### src/sv/lpr_pkg.sv
// ----------------------------------------------------------------------------
// LRU page replacement package
// Shared constants, state type and the structs that link the frame cells.
// ----------------------------------------------------------------------------
package lpr_pkg;

   localparam int FRAME_SLOTS = 8;
   localparam int PAGE_BITS   = 8;
   localparam int SLOT_BITS   = 3;
   localparam int RANK_BITS   = 3;
   localparam int COUNT_BITS  = 4;
   localparam int FAULT_BITS  = 16;
   localparam int DATA_BITS   = 32;
   localparam int ADDR_BITS   = 3;

   localparam logic [FAULT_BITS-1:0] FAULT_MAX = '1;
   localparam logic [COUNT_BITS-1:0] FRAMES_RESET = COUNT_BITS'(FRAME_SLOTS);
   localparam logic [0:0] REG_FRAMES_IN_USE = 1'b0;

   typedef enum logic [1:0] {
      ST_IDLE,
      ST_LOOKUP,
      ST_UPDATE
   } lpr_state_type;

   typedef struct packed {
      logic                 hit_found;
      logic [SLOT_BITS-1:0] hit_slot;
      logic [RANK_BITS-1:0] hit_rank;
      logic                 free_found;
      logic [SLOT_BITS-1:0] free_slot;
      logic                 old_found;
      logic [RANK_BITS-1:0] old_rank;
      logic [SLOT_BITS-1:0] old_slot;
      logic [PAGE_BITS-1:0] old_page;
   } lpr_chain_type;

   typedef struct packed {
      logic                 enable;
      logic [SLOT_BITS-1:0] slot;
      logic                 fill;
      logic [PAGE_BITS-1:0] page;
      logic                 age_all;
      logic [RANK_BITS-1:0] limit;
   } lpr_update_type;

endpackage

### src/sv/lpr_cell.sv
// ----------------------------------------------------------------------------
// LRU page replacement frame cell
// Holds one frame, extends the lookup chain from its neighbor and applies
// the recency update.
// ----------------------------------------------------------------------------
module lpr_cell
   import lpr_pkg::*;
(
   input  logic                 clock,
   input  logic                 reset,
   input  logic [SLOT_BITS-1:0] slot_id,
   input  logic                 in_use,
   input  logic [PAGE_BITS-1:0] lookup_page,
   input  lpr_chain_type        chain_in,
   output lpr_chain_type        chain_out,
   input  lpr_update_type       update,
   output logic                 frame_valid
);

   logic                 valid_ff, valid_in;
   logic [PAGE_BITS-1:0] page_ff, page_in;
   logic [RANK_BITS-1:0] rank_ff, rank_in;
   logic                 match;
   logic                 take_old;

   assign match    = in_use && valid_ff && (page_ff == lookup_page);
   assign take_old = in_use && (!chain_in.old_found || (rank_ff > chain_in.old_rank));

   always_comb begin
      chain_out            = chain_in;
      chain_out.hit_found  = chain_in.hit_found || match;
      chain_out.free_found = chain_in.free_found || (in_use && !valid_ff);
      chain_out.old_found  = chain_in.old_found || in_use;
      if (!chain_in.hit_found && match) begin
         chain_out.hit_slot = slot_id;
         chain_out.hit_rank = rank_ff;
      end
      if (!chain_in.free_found && in_use && !valid_ff) begin
         chain_out.free_slot = slot_id;
      end
      if (take_old) begin
         chain_out.old_rank = rank_ff;
         chain_out.old_slot = slot_id;
         chain_out.old_page = page_ff;
      end
   end

   always_comb begin
      valid_in = valid_ff;
      page_in  = page_ff;
      rank_in  = rank_ff;
      if (update.enable) begin
         if (update.slot == slot_id) begin
            rank_in = '0;
            if (update.fill) begin
               valid_in = 1'b1;
               page_in  = update.page;
            end
         end else if (valid_ff && (update.age_all || (rank_ff < update.limit))) begin
            rank_in = rank_ff + RANK_BITS'(1);
         end
      end
   end

   always_ff @(posedge clock) begin
      if (reset) begin
         valid_ff <= 1'b0;
         rank_ff  <= '0;
      end else begin
         valid_ff <= valid_in;
         rank_ff  <= rank_in;
      end
   end

   always_ff @(posedge clock) begin
      page_ff <= page_in;
   end

   assign frame_valid = valid_ff;

endmodule

### src/sv/lru_page_replacement.sv
// ----------------------------------------------------------------------------
// LRU page replacement
// A taken start runs the lookup pass through the frame chain in the lookup
// state, then the recency update of all cells in the update state, where a
// new start is also taken; the result strobe is registered from the update.
// Reset: all frames empty, ranks and fault count zero, eight frames in use.
// ----------------------------------------------------------------------------
module lru_page_replacement
   import lpr_pkg::*;
(
   input  logic                  clock,
   input  logic                  reset,
   input  logic                  start,
   output logic                  busy,
   input  logic [PAGE_BITS-1:0]  req_page_number,
   output logic                  rsp_valid,
   output logic                  rsp_hit,
   output logic [SLOT_BITS-1:0]  rsp_frame_slot,
   output logic                  rsp_evicted_valid,
   output logic [PAGE_BITS-1:0]  rsp_evicted_page,
   output logic [FAULT_BITS-1:0] rsp_fault_total,
   input  logic                  psel,
   input  logic                  penable,
   input  logic                  pwrite,
   input  logic [ADDR_BITS-1:0]  paddr,
   input  logic [DATA_BITS-1:0]  pwdata,
   output logic [DATA_BITS-1:0]  prdata,
   output logic                  pready
);

   lpr_state_type state_ff, state_in;

   logic                  accept;
   logic                  lookup_en;
   logic                  update_en;
   logic [COUNT_BITS-1:0] frames_ff;
   logic [COUNT_BITS-1:0] active_n;
   logic [PAGE_BITS-1:0]  page_ff;
   logic [FAULT_BITS-1:0] fault_count_ff, fault_count_in;

   logic                  dec_hit_ff;
   logic [SLOT_BITS-1:0]  dec_slot_ff;
   logic                  dec_evict_ff;
   logic [PAGE_BITS-1:0]  dec_evpage_ff;
   logic [RANK_BITS-1:0]  dec_limit_ff;
   logic                  dec_age_all_ff;

   logic                  rsp_valid_ff;
   logic                  rsp_hit_ff;
   logic [SLOT_BITS-1:0]  rsp_slot_ff;
   logic                  rsp_evict_ff;
   logic [PAGE_BITS-1:0]  rsp_evpage_ff;
   logic [FAULT_BITS-1:0] rsp_fault_ff;

   lpr_chain_type         chain [FRAME_SLOTS+1];
   lpr_chain_type         chain_end;
   lpr_update_type        update;
   logic [FRAME_SLOTS-1:0] in_use;
   logic [FRAME_SLOTS-1:0] frame_valid;

   assign accept = start && !busy;

   always_comb begin
      unique case (state_ff)
         ST_IDLE:   state_in = start ? ST_LOOKUP : ST_IDLE;
         ST_LOOKUP: state_in = ST_UPDATE;
         ST_UPDATE: state_in = start ? ST_LOOKUP : ST_IDLE;
         default:   state_in = ST_IDLE;
      endcase
   end

   always_comb begin
      busy      = 1'b0;
      lookup_en = 1'b0;
      update_en = 1'b0;
      unique case (state_ff)
         ST_IDLE: begin
         end
         ST_LOOKUP: begin
            busy      = 1'b1;
            lookup_en = 1'b1;
         end
         ST_UPDATE: begin
            update_en = 1'b1;
         end
         default: begin
            busy = 1'b1;
         end
      endcase
   end

   always_ff @(posedge clock) begin
      if (reset) begin
         state_ff <= ST_IDLE;
      end else begin
         state_ff <= state_in;
      end
   end

   assign pready = 1'b1;

   always_ff @(posedge clock) begin
      if (reset) begin
         frames_ff <= FRAMES_RESET;
      end else if (psel && penable && pwrite && (paddr[2] == REG_FRAMES_IN_USE)) begin
         frames_ff <= pwdata[COUNT_BITS-1:0];
      end
   end

   always_comb begin
      prdata = '0;
      if (paddr[2] == REG_FRAMES_IN_USE) begin
         prdata = DATA_BITS'(frames_ff);
      end
   end

   always_comb begin
      if (frames_ff == '0) begin
         active_n = COUNT_BITS'(1);
      end else if (frames_ff > COUNT_BITS'(FRAME_SLOTS)) begin
         active_n = COUNT_BITS'(FRAME_SLOTS);
      end else begin
         active_n = frames_ff;
      end
   end

   always_ff @(posedge clock) begin
      if (accept) begin
         page_ff <= req_page_number;
      end
   end

   assign chain[0] = '0;

   for (genvar i = 0; i < FRAME_SLOTS; i++) begin : g_cell
      assign in_use[i] = COUNT_BITS'(i) < active_n;

      lpr_cell u_cell (
         .clock       (clock),
         .reset       (reset),
         .slot_id     (SLOT_BITS'(i)),
         .in_use      (in_use[i]),
         .lookup_page (page_ff),
         .chain_in    (chain[i]),
         .chain_out   (chain[i+1]),
         .update      (update),
         .frame_valid (frame_valid[i])
      );
   end

   assign chain_end = chain[FRAME_SLOTS];

   always_ff @(posedge clock) begin
      if (lookup_en) begin
         dec_hit_ff     <= chain_end.hit_found;
         dec_evict_ff   <= !chain_end.hit_found && !chain_end.free_found;
         dec_age_all_ff <= !chain_end.hit_found && chain_end.free_found;
         if (chain_end.hit_found) begin
            dec_slot_ff  <= chain_end.hit_slot;
            dec_limit_ff <= chain_end.hit_rank;
         end else if (chain_end.free_found) begin
            dec_slot_ff  <= chain_end.free_slot;
            dec_limit_ff <= chain_end.old_rank;
         end else begin
            dec_slot_ff  <= chain_end.old_slot;
            dec_limit_ff <= chain_end.old_rank;
         end
         if (!chain_end.hit_found && !chain_end.free_found) begin
            dec_evpage_ff <= chain_end.old_page;
         end else begin
            dec_evpage_ff <= '0;
         end
      end
   end

   always_comb begin
      update.enable  = update_en;
      update.slot    = dec_slot_ff;
      update.fill    = !dec_hit_ff;
      update.page    = page_ff;
      update.age_all = dec_age_all_ff;
      update.limit   = dec_limit_ff;
   end

   always_comb begin
      fault_count_in = fault_count_ff;
      if (update_en && !dec_hit_ff && (fault_count_ff != FAULT_MAX)) begin
         fault_count_in = fault_count_ff + FAULT_BITS'(1);
      end
   end

   always_ff @(posedge clock) begin
      if (reset) begin
         fault_count_ff <= '0;
         rsp_valid_ff   <= 1'b0;
      end else begin
         fault_count_ff <= fault_count_in;
         rsp_valid_ff   <= update_en;
      end
   end

   always_ff @(posedge clock) begin
      if (update_en) begin
         rsp_hit_ff    <= dec_hit_ff;
         rsp_slot_ff   <= dec_slot_ff;
         rsp_evict_ff  <= dec_evict_ff;
         rsp_evpage_ff <= dec_evpage_ff;
         rsp_fault_ff  <= fault_count_in;
      end
   end

   assign rsp_valid         = rsp_valid_ff;
   assign rsp_hit           = rsp_hit_ff;
   assign rsp_frame_slot    = rsp_slot_ff;
   assign rsp_evicted_valid = rsp_evict_ff;
   assign rsp_evicted_page  = rsp_evpage_ff;
   assign rsp_fault_total   = rsp_fault_ff;

`ifndef SYNTH
   a_lookup_then_update: assert property (@(posedge clock) disable iff (reset)
      state_ff == ST_LOOKUP |=> state_ff == ST_UPDATE)
      else $error("lookup not followed by update");

   a_strobe_after_update: assert property (@(posedge clock) disable iff (reset)
      rsp_valid |-> $past(state_ff == ST_UPDATE))
      else $error("result strobe without an update");

   a_fault_counted: assert property (@(posedge clock) disable iff (reset)
      rsp_valid && !rsp_hit |-> rsp_fault_total != '0)
      else $error("fault reported with a zero fault total");

   a_evict_only_when_full: assert property (@(posedge clock) disable iff (reset)
      update_en && dec_evict_ff |-> &(frame_valid | ~in_use))
      else $error("eviction while a frame in use is free");
`endif

endmodule
### config.mk
export PLATFORM = sky130hd
export DESIGN_NAME = lru_page_replacement
export DESIGN_NICKNAME = d
export VERILOG_FILES = /design/src/sv/lpr_pkg.sv /design/src/sv/lpr_cell.sv /design/src/sv/lru_page_replacement.sv
export SDC_FILE = /design/constraint.sdc
export NUM_CORES = 1
export LEC_CHECK = 0
export ABC_AREA = 1
export BUFFER_PORTS_ARGS = -buffer_cell sky130_fd_sc_hd__clkbuf_2
export CORE_UTILIZATION = 55
export CTS_BUF_LIST = sky130_fd_sc_hd__clkbuf_4
export CTS_CLUSTER_SIZE = 12
export DETAILED_ROUTE_END_ITERATION = 8
export PLACE_DENSITY = 0.86
export SYNTH_ARGS = -nofsm -noshare
export SYNTH_HDL_FRONTEND = slang
export SYNTH_SLANG_ARGS = --single-unit
### constraint.sdc
create_clock -name clock -period 7.4 [get_ports clock]
set_input_delay 0.37 -clock clock [delete_from_list [all_inputs] [get_ports clock]]
set_output_delay 0.37 -clock clock [all_outputs]
set_load 0.005 [all_outputs]
---- Yosys cells after proc, flatten, opt, wreduce, memory -nomap -nowiden ----
Index checks and enable logic that the tools add are counted.
cells by class
  order comparisons ....................... 24
  equality and inequality tests ........... 18
  multiplexer cells ....................... 51
  bitwise gates (word level) .............. 2
  divide/modulo/power cells ............... 0
  $mul .................................... 0
  reduce and logical (&&, ||, !) cells .... 163
  add/sub/neg operators ................... 9
  shift operators ......................... 0
operator list
  kind                   count
  $mux 14                8
  $mux 3                 24
  $logic_and 1x1->1      68
  $eq 8x8->1             8
  $logic_or 1x1->1       35
  $logic_not 1->1        32
  $add 3x1->3 const B    8
  $lt 3x3->1             8
  $mux 6                 4
  $reduce_and 3->1       8
  $gt 3x3->1             7
  $add 16x1->16 const B  1
  $lt 3x4->1 const A     4
  $mux 16                1
  $mux 4                 4
  $ne 16x16->1 const B   1
  $reduce_and 2->1       8
  $reduce_bool 2->1      8
  $eq 3x3->1 const B     4
  $mux 5                 2
  $lt 1x4->1 const A     2
  $lt 2x4->1 const A     2
  $eq 3x2->1 const B     2
  $mux 1                 5
  11 further kinds       13
storage, ports and cells
  output and inout port bits .............. 64
  bits of input ports ..................... 49
  register bits ........................... 173
  latch bits .............................. 0
  ROM bits ................................ 0
  memories ................................ 0
  logic and storage cells ................. 307
  memory bits (writable) .................. 0

---- Longest topological paths before layout ----
  depth after elaboration ................. 35
  mapped depth ............................ 58
  depth with buffers taken out ............ 54

---- Hierarchy ----
A second synthesis with hierarchy kept.
unflattened totals
  cell total of the unflattened synthesis .. 1749
  area total of the unflattened synthesis .. 12483.2 µm²
modules (own cells, without submodules)
  module                area each (µm²)  times used  cells each  sequential area each (µm²)
  lpr_cell              1133.6           8           175         320.3
  lru_page_replacement  3414.5           1           349         2082.0

---- Least setup slack after synthesis ----
OpenSTA, ideal clock, no wires.
  kind .................................... reg2reg
  from .................................... register g_cell[0].u_cell.rank_ff[2]
  to ...................................... register dec_evpage_ff[0] (data pin)
  clock period less this slack ............ 7.991 ns
  buffers on the path ..................... 6
  setup time .............................. 0.261 ns
  path slack .............................. -0.591 ns
  data required time ...................... 7.139 ns
  data arrival time ....................... 7.730 ns
  stages on the path, launching flop included .. 56
  cell sequence ........................... dfxtp_1 -> inv_1 -> ha_1 -> nand3_1 -> nand2_1 -> nand2_2 -> buf_6 -> o21ai_0 -> ha_1 -> o21ai_0 -> nand3_1 -> nand3_2 -> nand2_4 -> o21ai_0 -> ha_1 -> or2_2 -> o22ai_1 -> inv_2 -> [20 not listed] -> nand2_2 -> nand2_1 -> ha_1 -> nand2_1 -> o21ai_0 -> nand3_1 -> buf_2 -> nand2_1 -> o21ai_0 -> ha_1 -> nand2_1 -> o21ai_0 -> nand3_1 -> inv_1 -> clkbuf_1 -> nor3_1 -> a21oi_1 -> a21oi_1
between the ends
  cells in the longest elaborated chain, start to end .. 29
RTL lines
  element                   RTL line                     RTL
  start: declaration        lpr_cell.sv:22               logic [RANK_BITS-1:0] rank_ff, rank_in;
  start signal: assignment  lpr_cell.sv:71               rank_ff <= rank_in;
  $mux 14 (*)               lpr_cell.sv:41               if (take_old) begin
  $gt 3x3->1                lpr_cell.sv:27               assign take_old = in_use && (!chain_in.old_found || (rank_ff > chain_in.old_rank));
  $logic_or 1x1->1          lpr_cell.sv:27
  $logic_and 1x1->1         lpr_cell.sv:27
  $mux 14 (*)               lpr_cell.sv:41
  $gt 3x3->1                lpr_cell.sv:27
  $logic_or 1x1->1          lpr_cell.sv:27
  $logic_and 1x1->1         lpr_cell.sv:27
  [13 not listed]           --
  $gt 3x3->1                lpr_cell.sv:27
  $logic_or 1x1->1          lpr_cell.sv:27
  $logic_and 1x1->1         lpr_cell.sv:27
  $mux 14 (*)               lpr_cell.sv:41
  $gt 3x3->1                lpr_cell.sv:27
  $logic_or 1x1->1          lpr_cell.sv:27
  $logic_and 1x1->1         lpr_cell.sv:27
  $mux 14 (*)               lpr_cell.sv:41
  end signal: assignment    lru_page_replacement.sv:169  dec_evpage_ff <= chain_end.old_page;
  end: declaration          lru_page_replacement.sv:44   logic [PAGE_BITS-1:0] dec_evpage_ff;
Mark *: on every way between the ends. The rest lies on a longest branch, timed or not.
A chain may end at the register's enable or synchronous reset.

---- Worst setup path in the final report ----
  from .................................... register g_cell[1].u_cell.rank_ff[2]
  to ...................................... register dec_evpage_ff[7] (data pin)
between the ends
  cells in the longest elaborated chain, start to end .. 28
RTL lines
  element                   RTL line
  start: declaration        lpr_cell.sv:22
  start signal: assignment  lpr_cell.sv:71
  $gt 3x3->1                lpr_cell.sv:27
  $logic_or 1x1->1          lpr_cell.sv:27
  $logic_and 1x1->1         lpr_cell.sv:27
  $mux 14 (*)               lpr_cell.sv:41
  $gt 3x3->1                lpr_cell.sv:27
  $logic_or 1x1->1          lpr_cell.sv:27
  $logic_and 1x1->1         lpr_cell.sv:27
  $mux 14 (*)               lpr_cell.sv:41
  [12 not listed]           --
  $gt 3x3->1                lpr_cell.sv:27
  $logic_or 1x1->1          lpr_cell.sv:27
  $logic_and 1x1->1         lpr_cell.sv:27
  $mux 14 (*)               lpr_cell.sv:41
  $gt 3x3->1                lpr_cell.sv:27
  $logic_or 1x1->1          lpr_cell.sv:27
  $logic_and 1x1->1         lpr_cell.sv:27
  $mux 14 (*)               lpr_cell.sv:41
Marks and branches as above.

==> results.yml <==
hold_path:
  hold_depth: 3
  holdPathEnd: "frames_ff[2]"
  min_path_type: "in2reg"
  worstHoldStart: "pwdata[2]"
critical_path:
  path_class: "reg2reg"
  r2r_setup_slack_ps: 180
  critPathMaxFanout: 8
  cp-start-kind: "register"
  cp_data_required_time_ps: 7760
  r2r-start: "g_cell[1].u_cell.rank_ff[2]"
  worst_setup_path_end_kind: "register"
  slowest_stage: "dfxtp_4"
  cp_common_cell: "nand2_2"
  rr_endpoint: "dec_evpage_ff[7]"
  reg2reg_depth: 51
  cpPeakStageDelay_ps: 400
  worstPathArrival_ps: 7580
status:
  status: "finished clean"
yosys:
  synth.distinct_cells: 48
  synth-edff-count: 118
  synth.most_common_cell: "nand2_1"
  avgSynthCellArea_um2: 8.56
  synth_area_leaders: "edfxtp_1, dfxtp_1, nand2_1"
  netlist_instances: 1138
  synth-async-reset-ratio_pct: 0
  yosys-top-cells-count: "nand2_1, inv_1, nor2_1"
  synthesis.area_mm2: 0.00974
  ys_warn_count: 0
  synth-seq-cells: 173
  dominantRegCellSynth: "edfxtp_1"
  synth_top_area_cell: "edfxtp_1"
  yosys.area.top_type_share_pct: 36.4
  ys_seq_area_share_pct: 47.7
job:
  drv_cap: 0
grt:
  grt_pass1_wl_um: 36100
  grt_overflow: 0
  antenna_found_initial: 0
  track_usage_pct: 25.7
  grt_pass1_vias: 7564
  grt_max_degree: 39
detailed_routing:
  drt_iter0_drc: 945
  viasPerCell: 5.67
  drt_pass1_iterations: 6
  wire_per_inst_um: 16.1
  finalWirelength_um: 23500
  post-route-drc-count: 0
  vias: 8271
  ant_nets: 0
placed_design:
  io_buffers: 53
  place.gp.congestion: 0.893
  dp_hpwl_um: 16700
timing:
  worst_slew_pin_slew_ps: 888
  min_period_over_period_pct: 97.5
  skew_ps: 19.3
  finalCriticalPeriod_ps: 7220
  fmax_mhz: 139
  hold_violations: 0
  finalSetupViolCount: 0
  tns_ps: 0
  finalMaxSlewViolations: 0
  max-slew-margin-rel_pct: 40.6
floorplan:
  ios: 113
  initial_utilization_pct: 56.3
  coreArea_mm2: 0.0173
  fp.dieH_um: 135
  rows: 48
  die_area_mm2: 0.0182
  die_width_um: 135
final_layout:
  fillers: 1401
  area_growth_pct: 12.1
  fin_nets: 1307
  drive_above_1_share_pct: 16.7
  postLayoutCoreUtil_pct: 63.1
  regArea_mm2: 0.00465
  multi_input_area_mm2: 0.00454
  antenna_cells: 0
pwr:
  vdd_drop_max_uv: 220
  p_per_area_mw_per_mm2: 161
  p_total_mw: 1.75
  p_leak_nw: 4.52
clocking:
  clockBufferDepth: 2
  cts.sinks: 173
  cts_tree: "yes"
  clk_pin_slew_worst_paths_ps: 150
  numCtsBuffers: 17
  cts.htree.levels: 4
  root_buffer: "clkbuf_4"
  clk_latency_ps: 590
==> metal layers <==
layer / wire length [um] / up-vias / global-route usage (%)
li1: - / 3968 / -
met1: 9600 / 3859 / 32.3
met2: 11300 / 372 / 42.8
met3: 1740 / 72 / 4.43
met4: 862 / 0 / 13.0
met5: 0 / - / 0
==> worst max path at each step <==
| stage | startpoint | to | slack, ps | depth (start not counted) |
|---|---|---|---|---|
| floorplan | g_cell[0].u_cell.rank_ff[0] | dec_evpage_ff[0] | 6 | 58 |
| global placement | g_cell[0].u_cell.rank_ff[1] | dec_slot_ff[2] | 130 | 51 |
| detailed placement | g_cell[0].u_cell.rank_ff[1] | dec_evpage_ff[7] | -70 | 51 |
| CTS | g_cell[0].u_cell.rank_ff[1] | dec_evpage_ff[7] | 5 | 52 |
| global route | g_cell[0].u_cell.rank_ff[2] | dec_slot_ff[2] | -170 | 51 |
| finish | g_cell[1].u_cell.rank_ff[2] | dec_evpage_ff[7] | 180 | 51 |
==> report_power, final <==
group	total [mW]	switching (mW)	leakage (nW)	internal [mW]
logic	0.183	0.114	2.84	0.0695
clock network	0.506	0.339	0.146	0.167
registers	1.06	0.0202	1.53	1.04
==> cells in the final DEF, fill, tap and decap left out, types with 30 or more instances in the layout <==
cell type / netlist / final
a21oi_1: 67 / 63
nor2_1: 138 / 137
ha_1: 38 / 30
nand3_1: 54 / 50
edfxtp_1: 118 / 118
xor2_1: 31 / 31
inv_1: 141 / 137
dfxtp_1: 55 / 50
buf_4: 30 / 32
clkbuf_2: 0 / 53
nand2_1: 180 / 174
o21ai_0: 49 / 40
nor3_1: 37 / 37
==> stage by stage <==
| step | worst slack (ps) | instances | cell area (um2) | hold slack [ps] |
|---|---|---|---|---|
| 2_1_floorplan | 6.15 | 1165 | 9930 | 400 |
| 3_3_place_gp | 131 | 1401 | 10200 | 402 |
| 3_5_place_dp | -73.0 | 1401 | 10200 | 406 |
| 4_1_cts | 5.22 | 1444 | 10600 | 28.0 |
| 5_1_grt | -170 | 1458 | 10900 | 61.5 |
| 6_report | 182 | 1458 | 10900 | 59.5 |
==> final cells by class <==
type | count | area share [%]
sequential | 173 | 42.6
multi-input combinational | 784 | 41.6
timing repair buffer | 96 | 5.74
inverter | 148 | 5.15
tap | 225 | 2.58
clock buffer | 17 | 1.17
clock inverter | 15 | 1.11
==> worst max-delay path, delay by kind of cell, from the launching register on <==
kind,cells,cell delay [ps]
AO/OA/AOI/OAI,10,1070
adder cells (fa/ha/maj),7,1740
buffers and inverters,5,460
flip-flops,1,400
AND/OR/NAND/NOR,29,3290
==> repair_timing <==
| item | in CTS | in global routing |
|---|---|---|
| hold buffers | 9 | 0 |
| setup buffers | 2 | 14 |
| resized for setup | 2 | 41 |
| hold endpoints to repair | 9 | 0 |
| endpoints found under the setup margin | 6 | 14 |
| pin swaps | 2 | 28 |
==> sequential cells by signal (all words and copies together) (netlist names) <==
signal,flops
dec_evpage_ff,8
dec_slot_ff,3
rsp_evicted_valid,1
g_cell.u_cell.page_ff,64
g_cell.u_cell.rank_ff,24
g_cell.u_cell.frame_valid,8
rsp_frame_slot,3
rsp_hit,1
frames_ff,4
dec_limit_ff,3
dec_evict_ff,1
fault_count_ff,16
dec_hit_ff,1
page_ff,8
dec_age_all_ff,1
rsp_fault_total,16
rsp_valid,1
state_ff,2
rsp_evicted_page,8
==> cell families (layout without fill, tap and decap cells) <==
| kind of cell | after synthesis | after routing | synth area share [%] |
|---|---|---|---|
| buf+inv | 208 | 276 | 9.55 |
| flops | 173 | 173 | 47.7 |
| other cells | 2 | 29 | 0.0771 |
| compound gates | 171 | 171 | 10.3 |
| xor+xnor | 45 | 45 | 4.05 |
| simple gates | 501 | 501 | 23.5 |
| fa+ha+maj | 38 | 38 | 4.88 |
No activity file was read; power rests on OpenSTA's default activity.
